===== config.mk =====
export PLATFORM = sky130hd
export DESIGN_NAME = value_priority_bounded_delay_buffer_unit
export DESIGN_NICKNAME = d
export VERILOG_FILES = /design/src/hdl/vpbdb_pkg.sv /design/src/hdl/vpbdb_cell.sv /design/src/hdl/vpbdb_row.sv /design/src/hdl/value_priority_bounded_delay_buffer_unit.sv
export VERILOG_INCLUDE_DIRS = /design/src /design/src/hdl
export SDC_FILE = /design/constraint.sdc
export NUM_CORES = 2
export LEC_CHECK = 0
export BUFFER_PORTS_ARGS = -buffer_cell sky130_fd_sc_hd__buf_2
export CORE_ASPECT_RATIO = 1.1
export CORE_MARGIN = 5
export CORE_UTILIZATION = 55
export CTS_CLUSTER_DIAMETER = 120
export DETAILED_ROUTE_END_ITERATION = 8
export PLACE_DENSITY = 0.72
export SYNTH_ARGS = -nofsm -noshare
export SYNTH_HDL_FRONTEND = slang
export SYNTH_HIERARCHICAL = 1
export SYNTH_SLANG_ARGS = --single-unit

===== constraint.sdc =====
create_clock -name aclk -period 11.2 [get_ports aclk]
set_input_delay 0.56 -clock aclk [delete_from_list [all_inputs] [get_ports aclk]]
set_output_delay 0.56 -clock aclk [all_outputs]
set_load 0.01 [all_outputs]

===== src/hdl/value_priority_bounded_delay_buffer_unit_macros.svh =====
// assertion macros used by the buffer top level
`ifndef VALUE_PRIORITY_BOUNDED_DELAY_BUFFER_UNIT_MACROS_SVH
`define VALUE_PRIORITY_BOUNDED_DELAY_BUFFER_UNIT_MACROS_SVH
`ifndef SYNTHESIS
// same-cycle implication, clocked on aclk, off during reset
`define VPBDB_ASSERT_IMP(label, ante, cons) \
    label: assert property (@(posedge aclk) disable iff (!aresetn) (ante) |-> (cons)) \
        else $error("vpbdb assertion failed");
// next-cycle implication
`define VPBDB_ASSERT_NXT(label, ante, cons) \
    label: assert property (@(posedge aclk) disable iff (!aresetn) (ante) |=> (cons)) \
        else $error("vpbdb assertion failed");
`else
`define VPBDB_ASSERT_IMP(label, ante, cons)
`define VPBDB_ASSERT_NXT(label, ante, cons)
`endif
`endif


===== src/hdl/vpbdb_pkg.sv =====
// types and constants of the value priority bounded delay buffer
`default_nettype none
package vpbdb_pkg;

    localparam int CAPACITY = 16;
    localparam int IDX_W    = (CAPACITY > 1) ? $clog2(CAPACITY) : 1;
    localparam int FILL_W   = $clog2(CAPACITY + 1);
    localparam int CFG_W    = 5;
    localparam int COUNT_W  = 8;
    localparam int SLACK_W  = 8;
    localparam int VALUE_W  = 16;
    localparam int TOTAL_W  = 32;

    localparam logic [CFG_W-1:0] CFG_RESET = CFG_W'(16);
    localparam logic signed [SLACK_W-1:0] SLACK_ZERO = '0;

    localparam logic MODE_ARRIVAL = 1'b0;
    localparam logic MODE_TICK    = 1'b1;

    typedef struct packed {
        logic                      mode;
        logic [COUNT_W-1:0]        packet_count;
        logic signed [SLACK_W-1:0] packet_slack;
        logic [VALUE_W-1:0]        packet_value;
    } in_t;

    typedef struct packed {
        logic               sent_valid;
        logic [VALUE_W-1:0] sent_value;
        logic [TOTAL_W-1:0] arrived_total;
        logic [TOTAL_W-1:0] dropped_total;
        logic [TOTAL_W-1:0] sent_total;
        logic [TOTAL_W-1:0] value_sum;
    } out_t;

    // broadcast command to every cell of the row
    typedef struct packed {
        logic                      load;
        logic                      shift;
        logic                      decr;
        logic [IDX_W-1:0]          sel_idx;
        logic signed [SLACK_W-1:0] slack;
        logic [VALUE_W-1:0]        value;
    } cell_cmd_t;

    // search token walking down the row, one cell per cycle
    typedef struct packed {
        logic               active;
        logic               find_max;
        logic               found;
        logic [VALUE_W-1:0] best_val;
        logic [IDX_W-1:0]   best_idx;
    } token_t;

endpackage
`default_nettype wire


===== src/hdl/vpbdb_cell.sv =====
// one buffer slot: slack and value storage plus one stage of the search token
`default_nettype none
module vpbdb_cell (
    input  wire                               aclk,
    input  wire                               aresetn,
    input  wire [vpbdb_pkg::IDX_W-1:0]        cell_idx,
    input  wire                               occupied,
    input  vpbdb_pkg::cell_cmd_t              cmd,
    input  wire signed [vpbdb_pkg::SLACK_W-1:0] nbr_slack,
    input  wire [vpbdb_pkg::VALUE_W-1:0]      nbr_value,
    input  vpbdb_pkg::token_t                 token_in,
    output logic signed [vpbdb_pkg::SLACK_W-1:0] slack_out,
    output logic [vpbdb_pkg::VALUE_W-1:0]     value_out,
    output logic                              expired,
    output vpbdb_pkg::token_t                 token_out
);
    import vpbdb_pkg::*;

    logic signed [SLACK_W-1:0] slack_reg, slack_next;
    logic [VALUE_W-1:0]        value_reg, value_next;
    token_t                    tok_reg, tok_next;
    logic                      load_here;
    logic                      shift_here;

    assign load_here  = cmd.load && (cell_idx == cmd.sel_idx);
    // removal closes the gap: every slot at or above the removed one takes its upper neighbor
    assign shift_here = cmd.shift && (cell_idx >= cmd.sel_idx);

    always_comb begin
        slack_next = slack_reg;
        value_next = value_reg;
        if (load_here) begin
            slack_next = cmd.slack;
            value_next = cmd.value;
        end else if (shift_here) begin
            slack_next = nbr_slack;
            value_next = nbr_value;
        end else if (cmd.decr) begin
            slack_next = slack_reg - SLACK_W'(1);
        end
    end

    always_comb begin
        tok_next = token_in;
        if (token_in.active && occupied) begin
            if (token_in.find_max) begin
                // strict compare keeps the first maximum
                if (value_reg > token_in.best_val) begin
                    tok_next.best_val = value_reg;
                    tok_next.best_idx = cell_idx;
                end
            end else if ((value_reg < cmd.value) && (value_reg <= token_in.best_val)) begin
                // non-strict compare keeps the last minimum below the key
                tok_next.found    = 1'b1;
                tok_next.best_val = value_reg;
                tok_next.best_idx = cell_idx;
            end
        end
    end

    always_ff @(posedge aclk) begin
        slack_reg <= slack_next;
        value_reg <= value_next;
        if (!aresetn) begin
            tok_reg <= '0;
        end else begin
            tok_reg <= tok_next;
        end
    end

    assign slack_out = slack_reg;
    assign value_out = value_reg;
    assign expired   = occupied && (slack_reg <= SLACK_ZERO);
    assign token_out = tok_reg;

endmodule
`default_nettype wire


===== src/hdl/vpbdb_row.sv =====
// row of buffer cells with gap-closing chain and first-expired lookup
`default_nettype none
module vpbdb_row (
    input  wire                           aclk,
    input  wire                           aresetn,
    input  wire [vpbdb_pkg::FILL_W-1:0]   fill,
    input  vpbdb_pkg::cell_cmd_t          cmd,
    input  vpbdb_pkg::token_t             head_token,
    output vpbdb_pkg::token_t             tail_token,
    output logic [vpbdb_pkg::VALUE_W-1:0] head_value,
    output logic                          any_expired,
    output logic [vpbdb_pkg::IDX_W-1:0]   first_expired
);
    import vpbdb_pkg::*;

    logic signed [SLACK_W-1:0] slack_a [CAPACITY];
    logic [VALUE_W-1:0]        value_a [CAPACITY];
    logic [CAPACITY-1:0]       expired_a;
    logic [CAPACITY-1:0]       occ_a;
    token_t                    tok_a [CAPACITY+1];

    assign tok_a[0] = head_token;

    for (genvar g = 0; g < CAPACITY; g++) begin : g_cell
        logic signed [SLACK_W-1:0] nbr_slack;
        logic [VALUE_W-1:0]        nbr_value;

        if (g == CAPACITY - 1) begin : g_last
            assign nbr_slack = slack_a[g];
            assign nbr_value = value_a[g];
        end else begin : g_mid
            assign nbr_slack = slack_a[g+1];
            assign nbr_value = value_a[g+1];
        end

        assign occ_a[g] = (FILL_W'(g) < fill);

        vpbdb_cell u_cell (
            .aclk      (aclk),
            .aresetn   (aresetn),
            .cell_idx  (IDX_W'(g)),
            .occupied  (occ_a[g]),
            .cmd       (cmd),
            .nbr_slack (nbr_slack),
            .nbr_value (nbr_value),
            .token_in  (tok_a[g]),
            .slack_out (slack_a[g]),
            .value_out (value_a[g]),
            .expired   (expired_a[g]),
            .token_out (tok_a[g+1])
        );
    end

    // priority encode, lowest index wins
    always_comb begin
        any_expired   = 1'b0;
        first_expired = '0;
        for (int i = CAPACITY - 1; i >= 0; i--) begin
            if (expired_a[i]) begin
                any_expired   = 1'b1;
                first_expired = IDX_W'(i);
            end
        end
    end

    assign tail_token = tok_a[CAPACITY];
    assign head_value = value_a[0];

endmodule
`default_nettype wire


===== src/hdl/value_priority_bounded_delay_buffer_unit.sv =====
// value priority bounded delay buffer, top level
// Takes requests on s_valid/s_ready/s_data and returns one result per request on
// m_valid/m_ready/m_data. An arrival request (mode 0) stores up to the configured
// number of copies of a packet; a tick request (mode 1) removes expired packets,
// ages the rest and sends the first packet of highest value.
// cfg_wr_en/cfg_wr_data set the number of slots in use; write only while idle.
// Requests are handled one at a time by a sequencer driving a row of CAPACITY cells.
// Arrival: copies are stored in free slots one after another; once full, each copy
// runs a replacement search walking the row, and the first copy that finds
// nothing ends the request.
// Tick: expired packets are removed one at a time; the rest are aged when the
// buffer holds packets, newly expired ones are removed, and the maximum search
// runs when packets survive the aging.
// The search token walks the row one cell per cycle.
// A finished result waits in the output register while the next request is
// taken; the sequencer stalls before writing a second result if m_ready is low.
// Reset empties the buffer, clears all totals and sets the capacity to 16.
`default_nettype none
`include "value_priority_bounded_delay_buffer_unit_macros.svh"
module value_priority_bounded_delay_buffer_unit (
    input  wire                         aclk,
    input  wire                         aresetn,
    input  wire                         cfg_wr_en,
    input  wire [vpbdb_pkg::CFG_W-1:0]  cfg_wr_data,
    input  wire                         s_valid,
    output logic                        s_ready,
    input  vpbdb_pkg::in_t              s_data,
    output logic                        m_valid,
    input  wire                         m_ready,
    output vpbdb_pkg::out_t             m_data
);
    import vpbdb_pkg::*;

    typedef enum logic [2:0] {
        ST_IDLE,
        ST_COPY,
        ST_REPL,
        ST_PURGE1,
        ST_PURGE2,
        ST_MAX,
        ST_RESULT
    } state_t;

    state_t                    state_reg, state_next;
    logic [CFG_W-1:0]          cfg_reg, cfg_next;
    logic [FILL_W-1:0]         fill_reg, fill_next;
    logic [COUNT_W-1:0]        copies_reg, copies_next;
    logic [TOTAL_W-1:0]        arrived_reg, arrived_next;
    logic [TOTAL_W-1:0]        dropped_reg, dropped_next;
    logic [TOTAL_W-1:0]        sent_reg, sent_next;
    logic [TOTAL_W-1:0]        sum_reg, sum_next;
    logic signed [SLACK_W-1:0] key_slack_reg, key_slack_next;
    logic [VALUE_W-1:0]        key_value_reg, key_value_next;
    logic                      res_valid_reg, res_valid_next;
    logic [VALUE_W-1:0]        res_value_reg, res_value_next;
    logic                      m_valid_reg, m_valid_next;
    out_t                      m_data_reg, m_data_next;

    logic [FILL_W-1:0]         cap_eff;
    cell_cmd_t                 cmd;
    token_t                    head_tok;
    token_t                    tail_tok;
    logic [VALUE_W-1:0]        head_value;
    logic                      any_expired;
    logic [IDX_W-1:0]          first_expired;
    logic                      send_fire;
    logic                      repl_fire;

    vpbdb_row u_row (
        .aclk          (aclk),
        .aresetn       (aresetn),
        .fill          (fill_reg),
        .cmd           (cmd),
        .head_token    (head_tok),
        .tail_token    (tail_tok),
        .head_value    (head_value),
        .any_expired   (any_expired),
        .first_expired (first_expired)
    );

    assign send_fire = (state_reg == ST_MAX) && tail_tok.active;
    assign repl_fire = (state_reg == ST_REPL) && tail_tok.active && tail_tok.found;

    always_comb begin
        if (32'(cfg_reg) > 32'(CAPACITY)) begin
            cap_eff = FILL_W'(CAPACITY);
        end else begin
            cap_eff = FILL_W'(cfg_reg);
        end
    end

    always_comb begin
        state_next     = state_reg;
        cfg_next       = cfg_wr_en ? cfg_wr_data : cfg_reg;
        fill_next      = fill_reg;
        copies_next    = copies_reg;
        arrived_next   = arrived_reg;
        dropped_next   = dropped_reg;
        sent_next      = sent_reg;
        sum_next       = sum_reg;
        key_slack_next = key_slack_reg;
        key_value_next = key_value_reg;
        res_valid_next = res_valid_reg;
        res_value_next = res_value_reg;
        m_valid_next   = m_valid_reg && !m_ready;
        m_data_next    = m_data_reg;

        cmd            = '0;
        cmd.slack      = key_slack_reg;
        cmd.value      = key_value_reg;
        head_tok       = '0;

        case (state_reg)
            ST_IDLE: begin
                if (s_valid) begin
                    res_valid_next = 1'b0;
                    res_value_next = '0;
                    key_slack_next = s_data.packet_slack;
                    key_value_next = s_data.packet_value;
                    if (s_data.mode == MODE_ARRIVAL) begin
                        arrived_next = arrived_reg + TOTAL_W'(s_data.packet_count);
                        if (32'(s_data.packet_count) > 32'(cap_eff)) begin
                            dropped_next = dropped_reg + TOTAL_W'(s_data.packet_count)
                                           - TOTAL_W'(cap_eff);
                            copies_next  = COUNT_W'(cap_eff);
                        end else begin
                            copies_next  = s_data.packet_count;
                        end
                        state_next = ST_COPY;
                    end else begin
                        state_next = ST_PURGE1;
                    end
                end
            end
            ST_COPY: begin
                if (copies_reg == '0) begin
                    state_next = ST_RESULT;
                end else if (fill_reg < cap_eff) begin
                    cmd.load    = 1'b1;
                    cmd.sel_idx = IDX_W'(fill_reg);
                    fill_next   = fill_reg + FILL_W'(1);
                    copies_next = copies_reg - COUNT_W'(1);
                end else if (fill_reg == '0) begin
                    // zero capacity: nothing to replace
                    dropped_next = dropped_reg + TOTAL_W'(copies_reg);
                    copies_next  = '0;
                end else begin
                    dropped_next      = dropped_reg + TOTAL_W'(1);
                    head_tok.active   = 1'b1;
                    head_tok.find_max = 1'b0;
                    head_tok.best_val = head_value;
                    state_next        = ST_REPL;
                end
            end
            ST_REPL: begin
                if (tail_tok.active) begin
                    if (repl_fire) begin
                        cmd.load    = 1'b1;
                        cmd.sel_idx = tail_tok.best_idx;
                        copies_next = copies_reg - COUNT_W'(1);
                    end else begin
                        // contents unchanged, so every later copy misses too
                        dropped_next = dropped_reg + TOTAL_W'(copies_reg - COUNT_W'(1));
                        copies_next  = '0;
                    end
                    state_next = ST_COPY;
                end
            end
            ST_PURGE1: begin
                if (any_expired) begin
                    cmd.shift    = 1'b1;
                    cmd.sel_idx  = first_expired;
                    fill_next    = fill_reg - FILL_W'(1);
                    dropped_next = dropped_reg + TOTAL_W'(1);
                end else if (fill_reg == '0) begin
                    state_next = ST_RESULT;
                end else begin
                    cmd.decr   = 1'b1;
                    state_next = ST_PURGE2;
                end
            end
            ST_PURGE2: begin
                if (any_expired) begin
                    cmd.shift    = 1'b1;
                    cmd.sel_idx  = first_expired;
                    fill_next    = fill_reg - FILL_W'(1);
                    dropped_next = dropped_reg + TOTAL_W'(1);
                end else if (fill_reg == '0) begin
                    state_next = ST_RESULT;
                end else begin
                    head_tok.active   = 1'b1;
                    head_tok.find_max = 1'b1;
                    head_tok.best_val = head_value;
                    state_next        = ST_MAX;
                end
            end
            ST_MAX: begin
                if (send_fire) begin
                    cmd.shift      = 1'b1;
                    cmd.sel_idx    = tail_tok.best_idx;
                    fill_next      = fill_reg - FILL_W'(1);
                    sent_next      = sent_reg + TOTAL_W'(1);
                    sum_next       = sum_reg + TOTAL_W'(tail_tok.best_val);
                    res_valid_next = 1'b1;
                    res_value_next = tail_tok.best_val;
                    state_next     = ST_RESULT;
                end
            end
            ST_RESULT: begin
                if (!m_valid_reg || m_ready) begin
                    m_valid_next              = 1'b1;
                    m_data_next.sent_valid    = res_valid_reg;
                    m_data_next.sent_value    = res_value_reg;
                    m_data_next.arrived_total = arrived_reg;
                    m_data_next.dropped_total = dropped_reg;
                    m_data_next.sent_total    = sent_reg;
                    m_data_next.value_sum     = sum_reg;
                    state_next                = ST_IDLE;
                end
            end
            default: begin
                state_next = ST_IDLE;
            end
        endcase
    end

    always_ff @(posedge aclk) begin
        if (!aresetn) begin
            state_reg   <= ST_IDLE;
            cfg_reg     <= CFG_RESET;
            fill_reg    <= '0;
            copies_reg  <= '0;
            arrived_reg <= '0;
            dropped_reg <= '0;
            sent_reg    <= '0;
            sum_reg     <= '0;
            m_valid_reg <= 1'b0;
        end else begin
            state_reg     <= state_next;
            cfg_reg       <= cfg_next;
            fill_reg      <= fill_next;
            copies_reg    <= copies_next;
            arrived_reg   <= arrived_next;
            dropped_reg   <= dropped_next;
            sent_reg      <= sent_next;
            sum_reg       <= sum_next;
            m_valid_reg   <= m_valid_next;
            key_slack_reg <= key_slack_next;
            key_value_reg <= key_value_next;
            res_valid_reg <= res_valid_next;
            res_value_reg <= res_value_next;
            m_data_reg    <= m_data_next;
        end
    end

    assign s_ready = (state_reg == ST_IDLE);
    assign m_valid = m_valid_reg;
    assign m_data  = m_data_reg;

    `VPBDB_ASSERT_IMP(a_fill_bound, 1'b1, 32'(fill_reg) <= 32'(CAPACITY))
    `VPBDB_ASSERT_NXT(a_busy_after_request, s_valid && s_ready, !s_ready)
    `VPBDB_ASSERT_NXT(a_send_shrinks, send_fire, fill_reg == $past(fill_reg) - FILL_W'(1))
    `VPBDB_ASSERT_IMP(a_no_send_zero, m_valid && !m_data.sent_valid, m_data.sent_value == '0)
    `VPBDB_ASSERT_IMP(a_repl_in_range, repl_fire, 32'(tail_tok.best_idx) < 32'(fill_reg))

endmodule
`default_nettype wire

* Word level (Yosys, flattened, before mapping) *
Index checks and enable logic that the tools add are counted.

storage, ports and cells
  bits of input ports = 43
  word-level logic and storage cells = 701
  flip-flop bits (word level) = 1,087

cells by class
  reduce and logical (&&, ||, !) cells = 139
  eq/ne operators = 38
  bitwise operators = 3
  multiplexer cells = 264
  order comparisons = 99
  add/subtract/negate cells = 28

operator list
  kind                                                            count
  2-to-1 mux 20 bit                                               33
  2-to-1 mux 21 bit                                               31
  2-to-1 mux 16 bit                                               36
  2-to-1 mux 8 bit                                                56
  2-to-1 mux 32 bit                                               9
  greater-than comparator 16 bit                                  16
  less-or-equal comparator 16 bit                                 16
  < comparator 16 bit                                             16
  less-or-equal comparator 8 x 1 -> 1 bit, second input constant  16
  one-hot mux 32 bit (4 select lines)                             1
  subtractor 8 x 2 -> 8 bit, second input constant                16
  adder 32 x 8 -> 32 bit                                          3
  2-to-1 mux 4 bit                                                22
  logical AND 1 bit                                               84
  adder 32 x 1 -> 32 bit, second input constant                   2
  one-hot mux 16 bit (2 select lines)                             2
  nonzero test 3 bit                                              17
  2-to-1 mux 1 bit                                                44
  < comparator 4 x 5 -> 1 bit, first input constant               8
  nonzero test 2 bit                                              17
  adder 32 x 16 -> 32 bit                                         1
  adder 32 bit                                                    1
  equality test 4 bit, first input constant                       8
  >= comparator 4 bit, first input constant                       8
  other kinds (49)                                                108

* Depth between registers and ports, before layout *
  word-level depth = 25
  mapped depth = 21
  mapped depth without buffers = 20

* By module *
Netlist, hierarchy kept.

modules (own cells, without submodules)
  module                                    area each (um^2)  seq. area each (um^2)  cells each  times used
  vpbdb_cell (u_row.g_cell[0].u_cell ...)   3,034.2           1,181.1                322         14
  value_priority_bounded_delay_buffer_unit  19,941.6          8,588.2                2,085       1
  vpbdb_cell (u_row.g_cell[8].u_cell ...)   3,037.9           1,181.1                344         2
  vpbdb_row                                 330.3             0.0                    62          1

* Worst setup path after synthesis *
OpenSTA, ideal clock, no wires.

  path kind = register to register
  start point = reg state_reg[2]
  end point = reg m_data_reg, in the netlist m_data[0] (enable)
  data arrival time = 7.427 ns
  stages on the path, launching flop included = 7
  buffers on the path = 4
  path slack = 3.122 ns
  cells stage by stage = dfxtp_1 buf_6 clkbuf_1 clkbuf_1 clkbuf_1 nand2_1 nor2_1

on the way
  cells in the longest elaborated chain, start to end = 2

ends and longest elaborated chain
  item                           RTL line                                         RTL
  from (decl)                    value_priority_bounded_delay_buffer_unit.sv:44   state_t state_reg, state_next;
  from (signal assigned)         value_priority_bounded_delay_buffer_unit.sv:239  state_reg <= state_next;
  equality test 3 bit            value_priority_bounded_delay_buffer_unit.sv:113  case (state_reg)
  AND reduction 3 bit (no line)  --
  to (signal assigned)           value_priority_bounded_delay_buffer_unit.sv:252  m_data_reg <= m_data_next;
  to (decl)                      value_priority_bounded_delay_buffer_unit.sv:57   out_t m_data_reg, m_data_next;

No other way between the ends.
A chain may end at the register's enable or synchronous reset.

==> results_dict.tcl <==
set metrics [dict create \
    antenna_found_initial 5 \
    worstPathBufferInverterCount 4 \
    rsz0062_at_grt "false" \
    root_buffer "clkbuf_16" \
    initial_core_util_pct 55.2 \
    crit_chain "nor2_4 -> inv_2 -> or3_4 -> or2_1 -> nor2b_1 -> nor2_1 -> nand3_1 -> or3_1 -> inv_1 -> nor2_1 -> a222oi_1 -> inv_1 -> inv_1 -> ha_1 -> and3_1 -> nand3_1 -> nand2_1" \
    power.density_mw_per_mm2 178 \
    final_cell_mix "nand2_1 (1141), inv_1 (799), ha_1 (727), edfxtp_1 (570), dfxtp_1 (516)" \
    crit_top_cell "inv_1" \
    cp_max_fo 37 \
    setup_viol 0 \
    combPwrFrac_pct 33.6 \
    critPathRequiredTime_ps 11560 \
    outcome "finished, final reports clean" \
    tightest_slew_ps 1220 \
    period_needed_ps 6900 \
    p_switching_uw 4910 \
    path_class "reg -> reg" \
    clk_pin_slew_ps 60 \
    cts_max_path_buffers 3 \
    cp.arrival_ps 7260 \
    dieArea_mm2 0.132 \
    ant_nets 0 \
    routedWlPerCell_um 20.1 \
    syn_area_mm2 0.0688 \
    leakage_uw 0.0326 \
    final_common_cell "nand2_1" \
    numCtsBuffers 114 \
    hold_viol 0 \
    cpLargestDelayFamily "simple AND/OR/NAND/NOR gates" \
    max_stage_delay_ps 1000 \
    io_buffers 189 \
    drtPass1Iterations 7 \
    drv_cap 0 \
    maxSlewHeadroom_pct 18.6 \
    drt_iter0_drc 4473 \
    setup-tns-final_ps 0 \
    cts_resized 0 \
    cts_tree "done" \
    swShare_pct 36.2 \
    htreeDepth 3 \
    ioPinCount 190 \
    rows 136 \
    period_share_pct 61.6 \
    dp.final_hpwl_um 135000 \
    die_y_um 381 \
    skew_ps 68.3 \
    syn_area_per_cell_um2 9.37 \
    drive_above_1_share_pct 11.6 \
    drc_errors 0 \
    endpoint_kind "flip-flop" \
    cp-start-kind "flip-flop" \
    vias 54500 \
    syn_to_final_growth_pct 10.5 \
    fmax_mhz 145 \
    fillers 10400 \
    cts_sinks 1087 \
    largest_reg_flops 367 \
    grt_max_degree 250 \
    crit_slowest_cell "nand2_1" \
    grt_pass1_vias 53100 \
    slew_viol_final 0 \
    yosys_warnings 6 \
    grtUsageTotal_pct 27.3 \
    power.internal_uw 8630 \
    fin_nets 8382 \
    pwr-share-clk_pct 29.7 \
    die_w_um 347 \
    fin_util_pct 61.1 \
    vdd_drop_max_mv 0.140 \
    clock_latency_ps 760 \
    pwr-share-seq_pct 36.7 \
    syn_inst 7341 \
    place.gp.congestion 0.909 \
    grt_overflow 0 \
    grt_pass1_wl_um 292000 \
    vias_per_cell 5.82 \
    finalWirelength_um 188000 \
    hold_path.class "in -> reg" \
    core_area_mm2 0.125 \
]
[layer usage]
metal / global-route usage (%) / routed length (um) / up-vias
met2: 46.4 / 89100 / 1945
li1: - / - / 26100
met3: 4.04 / 12400 / 508
met4: 12.3 / 9040 / 4
met5: 0 / 27 / -
met1: 34.5 / 77600 / 26000
[tightest hold or removal path, cell delays in order]
cell,delay (ps)
buf_2,90
mux2i_1,70
nor2_1,70
[cell type report]
| class | count | area (um2) | area share [%] |
|---|---|---|---|
| multi-input cells | 5298 | 37600 | 49.4 |
| flip-flops and latches | 1087 | 27500 | 36.1 |
| diodes | 2 | 5.00 | 0.00658 |
| clock buffers | 166 | 3340 | 4.40 |
| repair buffers | 299 | 1860 | 2.45 |
| clock inverters | 52 | 698 | 0.918 |
| inverters | 802 | 3010 | 3.96 |
| well taps | 1656 | 2070 | 2.72 |
[through the flow]
step           hold slack (ps)  cells  instance area, um2  total power, uW  worst slack (ps)
2_1_floorplan              400   7471               69300             8210              3120
3_3_place_gp               404   9119               71800             9350              4720
3_5_place_dp               405   9119               71800             9450              4520
4_1_cts                   15.5   9360               76000            13500              4510
5_1_grt                   43.0   9360               76000            14200              3910
6_report                  70.4   9362               76000            13500              4300
[power by group through the flow]
| stage | Combinational, uW | Sequential, uW | Clock (uW) |
|---|---|---|---|
| floorplan | 3310 | 4900 | 0 |
| global placement | 4320 | 5030 | 0 |
| detailed placement | 4410 | 5050 | 0 |
| CTS | 4460 | 4960 | 4090 |
| global route | 4980 | 5000 | 4260 |
| finish | 4550 | 4970 | 4030 |
[path summary, 6_finish.rpt]
kind,cells after the start,start,endpoint,slack [ps]
max reg2reg,17,fill_reg[4]$_SDFFE_PN0P_,u_row/g_cell[9].u_cell/value_out[1]$_DFFE_PP_,4300
min reg2reg,2,u_row/g_cell[1].u_cell/token_out[3]$_SDFF_PN0_,u_row/g_cell[2].u_cell/token_out[3]$_SDFF_PN0_,410
max,17,fill_reg[4]$_SDFFE_PN0P_,u_row/g_cell[9].u_cell/value_out[1]$_DFFE_PP_,4300
min,3,cfg_wr_data[2],cfg_reg[2]$_SDFFE_PN0P_,70
[what timing repair did]
action	4_1_cts	5_1_grt
setup buffers	0	0
hold buffers	23	0
hold endpoints to repair	23	0
Note: power is estimated with default switching activity, not from simulation.
